$ cat src/hdl/tnlf_pkg.sv
// Shared constants and types for the top-N largest files selector.
`default_nettype none

package tnlf_pkg;

   // Fixed field widths
   localparam int SIZE_BITS = 48;
   localparam int RANK_BITS = 4;
   localparam int KEEP_BITS = 5;

   // Defaults for the top-level parameters
   localparam int MAX_KEEP_DEF   = 16;
   localparam int INDEX_BITS_DEF = 20;

   // keep_count after reset
   localparam logic [KEEP_BITS-1:0] KEEP_RESET = 5'd16;

   // Input word opcodes
   localparam logic OP_ARRIVE = 1'b0;
   localparam logic OP_END    = 1'b1;

   // Snapshot control from the sorting row into the output row
   typedef struct packed {
      logic en;        // take a snapshot this cycle
      logic empty;     // nothing to report, emit one empty word
      logic overflow;  // arrivals were dropped in this set
   } tnlf_load_type;

endpackage

`default_nettype wire

$ cat src/hdl/tnlf_cell.sv
// One cell of the sorted insertion row: holds one entry and shifts it down.
`default_nettype none

module tnlf_cell #(
   parameter int INDEX_BITS = 20
) (
   input  wire logic                           clock,
   input  wire logic                           reset,
   input  wire logic                           ins_en,
   input  wire logic                           clear,
   input  wire logic [tnlf_pkg::SIZE_BITS-1:0] new_size,
   input  wire logic [INDEX_BITS-1:0]          new_index,
   input  wire logic                           prev_take,
   input  wire logic                           prev_valid,
   input  wire logic [tnlf_pkg::SIZE_BITS-1:0] prev_size,
   input  wire logic [INDEX_BITS-1:0]          prev_index,
   output      logic                           take,
   output      logic                           valid,
   output      logic [tnlf_pkg::SIZE_BITS-1:0] size,
   output      logic [INDEX_BITS-1:0]          index
);
   import tnlf_pkg::*;

   logic                  valid_ff;
   logic                  valid_in;
   logic [SIZE_BITS-1:0]  size_ff;
   logic [SIZE_BITS-1:0]  size_in;
   logic [INDEX_BITS-1:0] index_ff;
   logic [INDEX_BITS-1:0] index_in;

   // New word belongs at or above this slot; equal sizes stay behind
   assign take = !valid_ff || (new_size > size_ff);

   // Either shift the upstream entry in or take the new word here
   always_comb begin
      if (prev_take) begin
         valid_in = prev_valid;
         size_in  = prev_size;
         index_in = prev_index;
      end else begin
         valid_in = 1'b1;
         size_in  = new_size;
         index_in = new_index;
      end
   end

   always_ff @(posedge clock) begin
      if (reset || clear) begin
         valid_ff <= 1'b0;
      end else if (ins_en && take) begin
         valid_ff <= valid_in;
      end
   end

   always_ff @(posedge clock) begin
      if (ins_en && take) begin
         size_ff  <= size_in;
         index_ff <= index_in;
      end
   end

   assign valid = valid_ff;
   assign size  = size_ff;
   assign index = index_ff;

endmodule

`default_nettype wire

$ cat src/hdl/tnlf_drain.sv
// Output row: snapshot of top entries, one word out per cycle unless stalled.
`default_nettype none

module tnlf_drain #(
   parameter int MAX_KEEP   = 16,
   parameter int INDEX_BITS = 20
) (
   input  wire logic                                         clock,
   input  wire logic                                         reset,
   input  wire tnlf_pkg::tnlf_load_type                      load,
   input  wire logic [MAX_KEEP-1:0]                          load_valid,
   input  wire logic [MAX_KEEP-1:0][tnlf_pkg::SIZE_BITS-1:0] load_size,
   input  wire logic [MAX_KEEP-1:0][INDEX_BITS-1:0]          load_index,
   output      logic                                         free,
   output      logic                                         rsp_valid,
   input  wire logic                                         rsp_stall,
   output      logic [tnlf_pkg::RANK_BITS-1:0]               rsp_rank,
   output      logic [INDEX_BITS-1:0]                        rsp_file_index,
   output      logic [tnlf_pkg::SIZE_BITS-1:0]               rsp_size_out,
   output      logic                                         rsp_is_empty,
   output      logic                                         rsp_overflowed,
   output      logic                                         rsp_last
);
   import tnlf_pkg::*;

   logic [MAX_KEEP-1:0]                 valid_ff;
   logic [MAX_KEEP-1:0][SIZE_BITS-1:0]  size_ff;
   logic [MAX_KEEP-1:0][INDEX_BITS-1:0] index_ff;
   logic                                empty_ff;
   logic                                ovf_ff;
   logic [RANK_BITS-1:0]                rank_ff;
   logic                                pop;
   logic                                tail_empty;

   assign pop        = valid_ff[0] && !rsp_stall;
   assign tail_empty = ((valid_ff >> 1) == '0);
   // Row can take a new snapshot once the last word leaves
   assign free       = !valid_ff[0] || (tail_empty && !rsp_stall);

   // Valid bits stay contiguous from cell 0
   always_ff @(posedge clock) begin
      if (reset) begin
         valid_ff <= '0;
         empty_ff <= 1'b0;
         rank_ff  <= '0;
      end else if (load.en) begin
         valid_ff <= load_valid | MAX_KEEP'(load.empty);
         empty_ff <= load.empty;
         rank_ff  <= '0;
      end else if (pop) begin
         valid_ff <= valid_ff >> 1;
         rank_ff  <= rank_ff + 1'b1;
      end
   end

   // Payload row
   always_ff @(posedge clock) begin
      if (load.en) begin
         size_ff  <= load_size;
         index_ff <= load_index;
         ovf_ff   <= load.overflow;
      end else if (pop) begin
         size_ff  <= size_ff >> SIZE_BITS;
         index_ff <= index_ff >> INDEX_BITS;
      end
   end

   assign rsp_valid      = valid_ff[0];
   assign rsp_rank       = rank_ff;
   assign rsp_file_index = empty_ff ? '0 : index_ff[0];
   assign rsp_size_out   = empty_ff ? '0 : size_ff[0];
   assign rsp_is_empty   = empty_ff;
   assign rsp_overflowed = ovf_ff;
   assign rsp_last       = tail_empty;

endmodule

`default_nettype wire

$ cat src/hdl/top_n_largest_files.sv
// Top level of the top-N largest files selector.
`default_nettype none

// Keeps the MAX_KEEP largest file sizes of a set in a row of compare-and-shift
// cells, sorted largest first, equal sizes in arrival order. An arrival word is
// never stalled: it is broadcast to all cells and inserted in place in that
// cycle. An end word copies the first min(keep_count, MAX_KEEP) entries into
// an output row and clears the set in the same cycle, so the next set can
// stream in while the result words shift out one per cycle while rsp_stall is
// low. A set with nothing to report yields one word flagged empty. An end word
// waits (req_stall high) only while the output row still holds more than one
// undelivered word of the previous set, or holds its last word while
// rsp_stall is high. Arrivals beyond 2^INDEX_BITS in a set are dropped and
// flagged on every word of that set's report.
module top_n_largest_files #(
   parameter int MAX_KEEP   = tnlf_pkg::MAX_KEEP_DEF,
   parameter int INDEX_BITS = tnlf_pkg::INDEX_BITS_DEF
) (
   input  wire logic                           clock,
   input  wire logic                           reset,
   // configuration
   input  wire logic                           csr_valid,
   output      logic                           csr_ready,
   input  wire logic [tnlf_pkg::KEEP_BITS-1:0] csr_keep_count,
   // input words
   input  wire logic                           req_valid,
   output      logic                           req_stall,
   input  wire logic                           req_op,
   input  wire logic [tnlf_pkg::SIZE_BITS-1:0] req_file_size,
   // result words
   output      logic                           rsp_valid,
   input  wire logic                           rsp_stall,
   output      logic [tnlf_pkg::RANK_BITS-1:0] rsp_rank,
   output      logic [INDEX_BITS-1:0]          rsp_file_index,
   output      logic [tnlf_pkg::SIZE_BITS-1:0] rsp_size_out,
   output      logic                           rsp_is_empty,
   output      logic                           rsp_overflowed,
   output      logic                           rsp_last
);
   import tnlf_pkg::*;

   localparam int CmpW = 8;

   logic [KEEP_BITS-1:0]                keep_ff;
   logic [INDEX_BITS:0]                 arr_ff;
   logic                                ovf_ff;
   logic                                accept;
   logic                                arrive;
   logic                                finish;
   logic                                full;
   logic                                drain_free;
   logic [MAX_KEEP-1:0]                 take;
   logic [MAX_KEEP-1:0]                 cell_valid;
   logic [MAX_KEEP-1:0][SIZE_BITS-1:0]  cell_size;
   logic [MAX_KEEP-1:0][INDEX_BITS-1:0] cell_index;
   logic [MAX_KEEP-1:0]                 snap_valid;
   tnlf_load_type                       load;

   // Configuration register, always ready
   assign csr_ready = 1'b1;

   always_ff @(posedge clock) begin
      if (reset) begin
         keep_ff <= KEEP_RESET;
      end else if (csr_valid && csr_ready) begin
         keep_ff <= csr_keep_count;
      end
   end

   // Handshake decode
   assign req_stall = (req_op == OP_END) && !drain_free;
   assign accept    = req_valid && !req_stall;
   assign arrive    = accept && (req_op == OP_ARRIVE);
   assign finish    = accept && (req_op == OP_END);
   assign full      = arr_ff[INDEX_BITS];

   // Arrival counter and overflow flag
   always_ff @(posedge clock) begin
      if (reset || finish) begin
         arr_ff <= '0;
         ovf_ff <= 1'b0;
      end else if (arrive) begin
         if (full) begin
            ovf_ff <= 1'b1;
         end else begin
            arr_ff <= arr_ff + 1'b1;
         end
      end
   end

   // Sorted insertion row
   for (genvar j = 0; j < MAX_KEEP; j++) begin : g_cell
      logic                 up_take;
      logic                 up_valid;
      logic [SIZE_BITS-1:0] up_size;
      logic [INDEX_BITS-1:0] up_index;

      if (j == 0) begin : g_head
         assign up_take  = 1'b0;
         assign up_valid = 1'b0;
         assign up_size  = '0;
         assign up_index = '0;
      end else begin : g_body
         assign up_take  = take[j-1];
         assign up_valid = cell_valid[j-1];
         assign up_size  = cell_size[j-1];
         assign up_index = cell_index[j-1];
      end

      tnlf_cell #(
         .INDEX_BITS(INDEX_BITS)
      ) u_cell (
         .clock     (clock),
         .reset     (reset),
         .ins_en    (arrive && !full),
         .clear     (finish),
         .new_size  (req_file_size),
         .new_index (arr_ff[INDEX_BITS-1:0]),
         .prev_take (up_take),
         .prev_valid(up_valid),
         .prev_size (up_size),
         .prev_index(up_index),
         .take      (take[j]),
         .valid     (cell_valid[j]),
         .size      (cell_size[j]),
         .index     (cell_index[j])
      );

      // Report only the first keep_count entries
      assign snap_valid[j] = cell_valid[j] && (CmpW'(j) < CmpW'(keep_ff));
   end

   // Snapshot into the output row on an end word
   assign load.en       = finish;
   assign load.empty    = !snap_valid[0];
   assign load.overflow = ovf_ff;

   tnlf_drain #(
      .MAX_KEEP  (MAX_KEEP),
      .INDEX_BITS(INDEX_BITS)
   ) u_drain (
      .clock         (clock),
      .reset         (reset),
      .load          (load),
      .load_valid    (snap_valid),
      .load_size     (cell_size),
      .load_index    (cell_index),
      .free          (drain_free),
      .rsp_valid     (rsp_valid),
      .rsp_stall     (rsp_stall),
      .rsp_rank      (rsp_rank),
      .rsp_file_index(rsp_file_index),
      .rsp_size_out  (rsp_size_out),
      .rsp_is_empty  (rsp_is_empty),
      .rsp_overflowed(rsp_overflowed),
      .rsp_last      (rsp_last)
   );

   // An end word always produces a report on the next cycle
   a_end_reports: assert property (@(posedge clock) disable iff (reset)
      finish |=> rsp_valid)
      else $error("end word did not start a report");

   // Ranks count up by one within a report
   a_rank_step: assert property (@(posedge clock) disable iff (reset)
      rsp_valid && !rsp_stall && !rsp_last |=>
         rsp_valid && (rsp_rank == RANK_BITS'($past(rsp_rank) + 1'b1)))
      else $error("rank did not advance within a report");

   // An empty report is a single word
   a_empty_last: assert property (@(posedge clock) disable iff (reset)
      rsp_valid && rsp_is_empty |-> rsp_last)
      else $error("empty report not marked last");

   // Arrival counter stops exactly at the index range
   a_count_cap: assert property (@(posedge clock) disable iff (reset)
      arr_ff[INDEX_BITS] |-> (arr_ff[INDEX_BITS-1:0] == '0))
      else $error("arrival counter ran past the index range");

endmodule

`default_nettype wire
$ cat config.mk
export PLATFORM = sky130hd
export DESIGN_NAME = top_n_largest_files
export DESIGN_NICKNAME = d
export VERILOG_FILES = /design/src/hdl/tnlf_pkg.sv /design/src/hdl/tnlf_cell.sv /design/src/hdl/tnlf_drain.sv /design/src/hdl/top_n_largest_files.sv
export SDC_FILE = /design/constraint.sdc
export NUM_CORES = 2
export LEC_CHECK = 0
export BUFFER_PORTS_ARGS = -buffer_cell sky130_fd_sc_hd__clkbuf_2
export CELL_PAD_IN_SITES_DETAIL_PLACEMENT = 0
export CELL_PAD_IN_SITES_GLOBAL_PLACEMENT = 1
export CORE_MARGIN = 2
export CORE_UTILIZATION = 33
export CTS_CLUSTER_SIZE = 20
export DETAILED_ROUTE_END_ITERATION = 16
export GPL_ROUTABILITY_DRIVEN = 1
export PLACE_DENSITY_LB_ADDON = 0.2
export SLEW_MARGIN = 20
export SYNTH_ARGS = -nofsm -noshare
export SYNTH_HDL_FRONTEND = slang
export SYNTH_SLANG_ARGS = --single-unit
$ cat constraint.sdc
create_clock -name clock -period 37 [get_ports clock]
set_input_delay 7.4 -clock clock [delete_from_list [all_inputs] [get_ports clock]]
set_output_delay 7.4 -clock clock [all_outputs]
set_load 0.05 [all_outputs]
==> run_results.csv <==
group,metric,value,unit
detailed_routing,first_pass_iters,5,
place,portBuffers,135,
place,placed_cell_area,118000,um^2
sta,tns,0,ns
run,cap_violations,0,
cells_and_area,drive_gt1_share,18.3,%
worst_setup_path,crit_chain,"clkbuf_2 > o21ai_0 > nor2_1 > clkbuf_2",
synth,ys_top_cells_by_area,"edfxtp_1 (59%), mux2_2 (10%), ha_1 (8.6%), nand2_1 (6.3%), o21ai_0 (3.7%)",
sta,final-setup-viol-count,0,
worst_setup_path,reg2reg_slack,29.36,ns
sta,worst_pin_slew,1.22,ns
worst_setup_path,rr_worst_depth,11,
detailed_routing,drt_wl_total,320000,um
power_and_ir_drop,max-vdd-ir-drop,32.4,uV
die,die_y,585,um
clocking,htree_num_levels,5,
clocking,cts_tree,"done",
worst_setup_path,endpoint_kind,"output pin",
sta,post-route-min-period,15.67,ns
cells_and_area,fillCellCount,32800,
die,die_w,585,um
detailed_routing,wire_per_inst,22.7,um
worst_setup_path,slowest_delay,0.41,ns
synth,synthesis.nets,10100,
worst_setup_path,worst-path-buf-inv,2,
synth,syn_inst,9240,
clocking,cts_setup_buffers,0,
cells_and_area,area_growth,13.0,%
grt,grt_pass1_wl,474000,um
die,coreArea,336000,um^2
clocking,cts_root_buf,"clkbuf_16",
place,dpl.hpwl,212000,um
detailed_routing,drc,0,
synth,synth_area_leader_cell,"edfxtp_1",
synth,yosysSeqAreaShare,59.8,%
outcome,status,"complete, no violations",
worst_setup_path,crit_top_cell,"clkbuf_2",
worst_setup_path,worstSetupEndpoint,"req_stall",
worst_setup_path,startpoint,"rsp_stall",
grt,antenna_found_initial,7,
synth,synth_top_area_share,58.7,%
synth,ys_types,63,
cells_and_area,finalInstanceArea,126000,um^2
grt,grt_overflow,0,
sta,post-route-period-util,42.4,%
power_and_ir_drop,power_density,48.8,nW/um^2
sta,clock_skew,0.0915,ns
sta,finalHoldViolations,0,
detailed_routing,vias,70800,
grt,grt_pass1_vias,71700,
worst_setup_path,crit_arrival,8.27,ns
sta,maxSlewHeadroom,18.9,%
synth,synth_enable_flop_cells,2177,
worst_setup_path,crit_family,"compound AO/OA/AOI/OAI gates",
cells_and_area,final_nets,10200,
worst_setup_path,cp_slowest_cell,"o21ai_0",
worst_setup_path,cp.depth,4,
cells_and_area,final_cell_mix,"edfxtp_1 (2,177), nand2_1 (1,869), mux2_2 (1,001)",
cells_and_area,mostFrequentLayoutCell,"edfxtp_1",
worst_setup_path,regToRegStartpoint,"u_drain.valid_ff[1]$_SDFFE_PP0P_",
worst_setup_path,crit_type,"input pin to output pin",
detailed_routing,ant_nets,0,
worst_setup_path,r2r_end,"u_drain.size_ff[469]$_DFFE_PP_",
die,rows,213,
clocking,clk_pin_slew,0.06,ns
detailed_routing,via_per_inst,5.02,
clocking,numCtsBuffers,272,
worst_setup_path,cp-start-kind,"input pin",
place,gp_congestion,0.815,
worst_setup_path,cp_data_required_time,29.60,ns
sta,clock.fmax,63.8,MHz
clocking,cts_resized,0,
worst_setup_path,crit_fanout,3,
die,pin_count,137,
die,initial_core_util,33.1,%
detailed_routing,drt-initial-drc-count,5259,
synth,syn_avg_cell_area,12.1,um^2
synth,syn_area,111000,um^2
power_and_ir_drop,leakage,50.0,nW
synth,synth_seq_cells,2241,
die,dieArea,342000,um^2
cells_and_area,multi_input_area,40300,um^2
grt,grt_start_max_net_pins,180,
clocking,ctsHoldBuffers,0,
synth,synth_ff_type,"edfxtp_1",
cells_and_area,seqCellArea,66700,um^2
synth,async_flop_share,0,%
clocking,clock_latency,0.93,ns
worst_hold_path,hp-class,"register to register",
clocking,clockBufferDepth,4,
sta,rsz0062_at_grt,"false",
synth,yosysWarnings,0,
sta,report.final.slew_viol_count,0,
clocking,clock-sinks,2241,
grt,grt_usage,18.3,%
[cells in the mapped netlist (9+ instances only)]
| library cell | number |
|---|---|
| inv_1 | 796 |
| dfxtp_1 | 64 |
| o21ai_1 | 10 |
| mux2_2 | 1001 |
| nand3_1 | 99 |
| nor2b_1 | 92 |
| and4_1 | 22 |
| nor3_1 | 28 |
| a21boi_0 | 12 |
| clkbuf_1 | 332 |
| a221oi_1 | 31 |
| nor2_1 | 139 |
| ha_1 | 770 |
| buf_4 | 13 |
| o211ai_1 | 24 |
| a31oi_1 | 12 |
| buf_1 | 14 |
| nand2_1 | 1872 |
| o21ai_0 | 821 |
| and3_1 | 9 |
| xor2_1 | 18 |
| a221o_1 | 9 |
| nor4_1 | 36 |
| mux2i_1 | 12 |
| buf_2 | 93 |
| a22oi_1 | 9 |
| and2_1 | 34 |
| a21oi_1 | 352 |
| a211oi_1 | 33 |
| mux2_4 | 20 |
| a21o_1 | 28 |
| nand4_1 | 171 |
| edfxtp_1 | 2177 |
[worst register-to-register path: cells and delay by family, from the launching register on]
kind	cells	cell delay [ns]
and+or+nand+nor	4	1.42
buffers and inverters	6	4.83
DFF	1	0.41
AOI/OAI and AO/OA	1	0.53
[logic make-up (layout without fill, tap and decap cells)]
logic type | count (synthesis) | after routing | synth area share [%]
other cells | 1 | 4 | 0.00336
buf+inv | 1252 | 1581 | 4.39
simple gates | 2537 | 2537 | 9.70
flops | 2241 | 2241 | 59.8
compound gates | 1384 | 1384 | 6.80
xor+xnor | 22 | 22 | 0.173
fa+ha+maj | 770 | 770 | 8.64
mux | 1033 | 1033 | 10.5
[metrics by stage]
step | cells | hold slack, ns | utilization [%] | total power, mW | worst slack [ns]
after floorplan | 9240 | 0.406 | - | 3.50 | 6.54
after global placement | 13600 | 0.472 | 35.0 | 3.64 | 21.28
after detailed placement | 13600 | 0.475 | 35.0 | 3.65 | 21.32
after CTS | 14100 | 0.451 | 37.4 | 6.24 | 21.32
after global routing | 14100 | 0.475 | 37.5 | 6.40 | 21.30
final | 14100 | 0.460 | 37.5 | 6.15 | 21.33
[worst min path at each step]
stage                                     start  cells past startpoint  slack [ns]                                    to
2_1_floorplan           arr_ff[13]$_SDFFE_PP0P_                      0        0.41  g_cell[0].u_cell.index[13]$_DFFE_PP_
3_3_place_gp   u_drain.valid_ff[4]$_SDFFE_PP0P_                      2        0.47      u_drain.valid_ff[4]$_SDFFE_PP0P_
3_5_place_dp   u_drain.valid_ff[4]$_SDFFE_PP0P_                      2        0.47      u_drain.valid_ff[4]$_SDFFE_PP0P_
4_1_cts          u_drain.size_ff[655]$_DFFE_PP_                      2        0.45        u_drain.size_ff[607]$_DFFE_PP_
5_1_grt          u_drain.size_ff[655]$_DFFE_PP_                      2        0.47        u_drain.size_ff[607]$_DFFE_PP_
6_report         u_drain.size_ff[655]$_DFFE_PP_                      2        0.46        u_drain.size_ff[607]$_DFFE_PP_
[area by class of cell]
cell class	instances	share of cell area (%)
Multi-Input combinational cell	5747	32.0
Timing Repair Buffer	310	1.65
Clock buffer	349	5.76
Sequential cell	2241	52.9
Tap cell	4515	4.48
Antenna cell	3	0.00596
Clock inverter	125	0.807
Inverter	797	2.39
[flip-flops by register name, summed over array words and instances (netlist names)]
| name | cells |
|---|---|
| keep_ff | 5 |
| u_drain.valid_ff | 16 |
| g_cell.u_cell.size | 768 |
| u_drain.index_ff | 320 |
| u_drain.rsp_rank | 4 |
| u_drain.rsp_is_empty | 1 |
| g_cell.u_cell.valid | 16 |
| g_cell.u_cell.index | 320 |
| arr_ff | 21 |
| u_drain.size_ff | 768 |
| ovf_ff | 1 |
| u_drain.rsp_overflowed | 1 |
[layer usage]
metal,global-route usage (%),wire [um],vias to the layer above
met3,2.31,12500,374
met2,29.1,145000,1272
li1,-,-,33500
met1,26.5,156000,35600
met5,0,0,-
met4,4.39,7710,0
[where the power goes]
part / leakage (nW) / internal [mW] / total, mW / switching (mW)
Sequential: 21.1 / 2.97 / 3.02 / 0.0524
Clock: 4.05 / 1.47 / 2.56 / 1.09
Combinational: 24.9 / 0.167 / 0.568 / 0.401
Total: 50.0 / 4.61 / 6.15 / 1.55
Power figures use the tool's default switching activity.
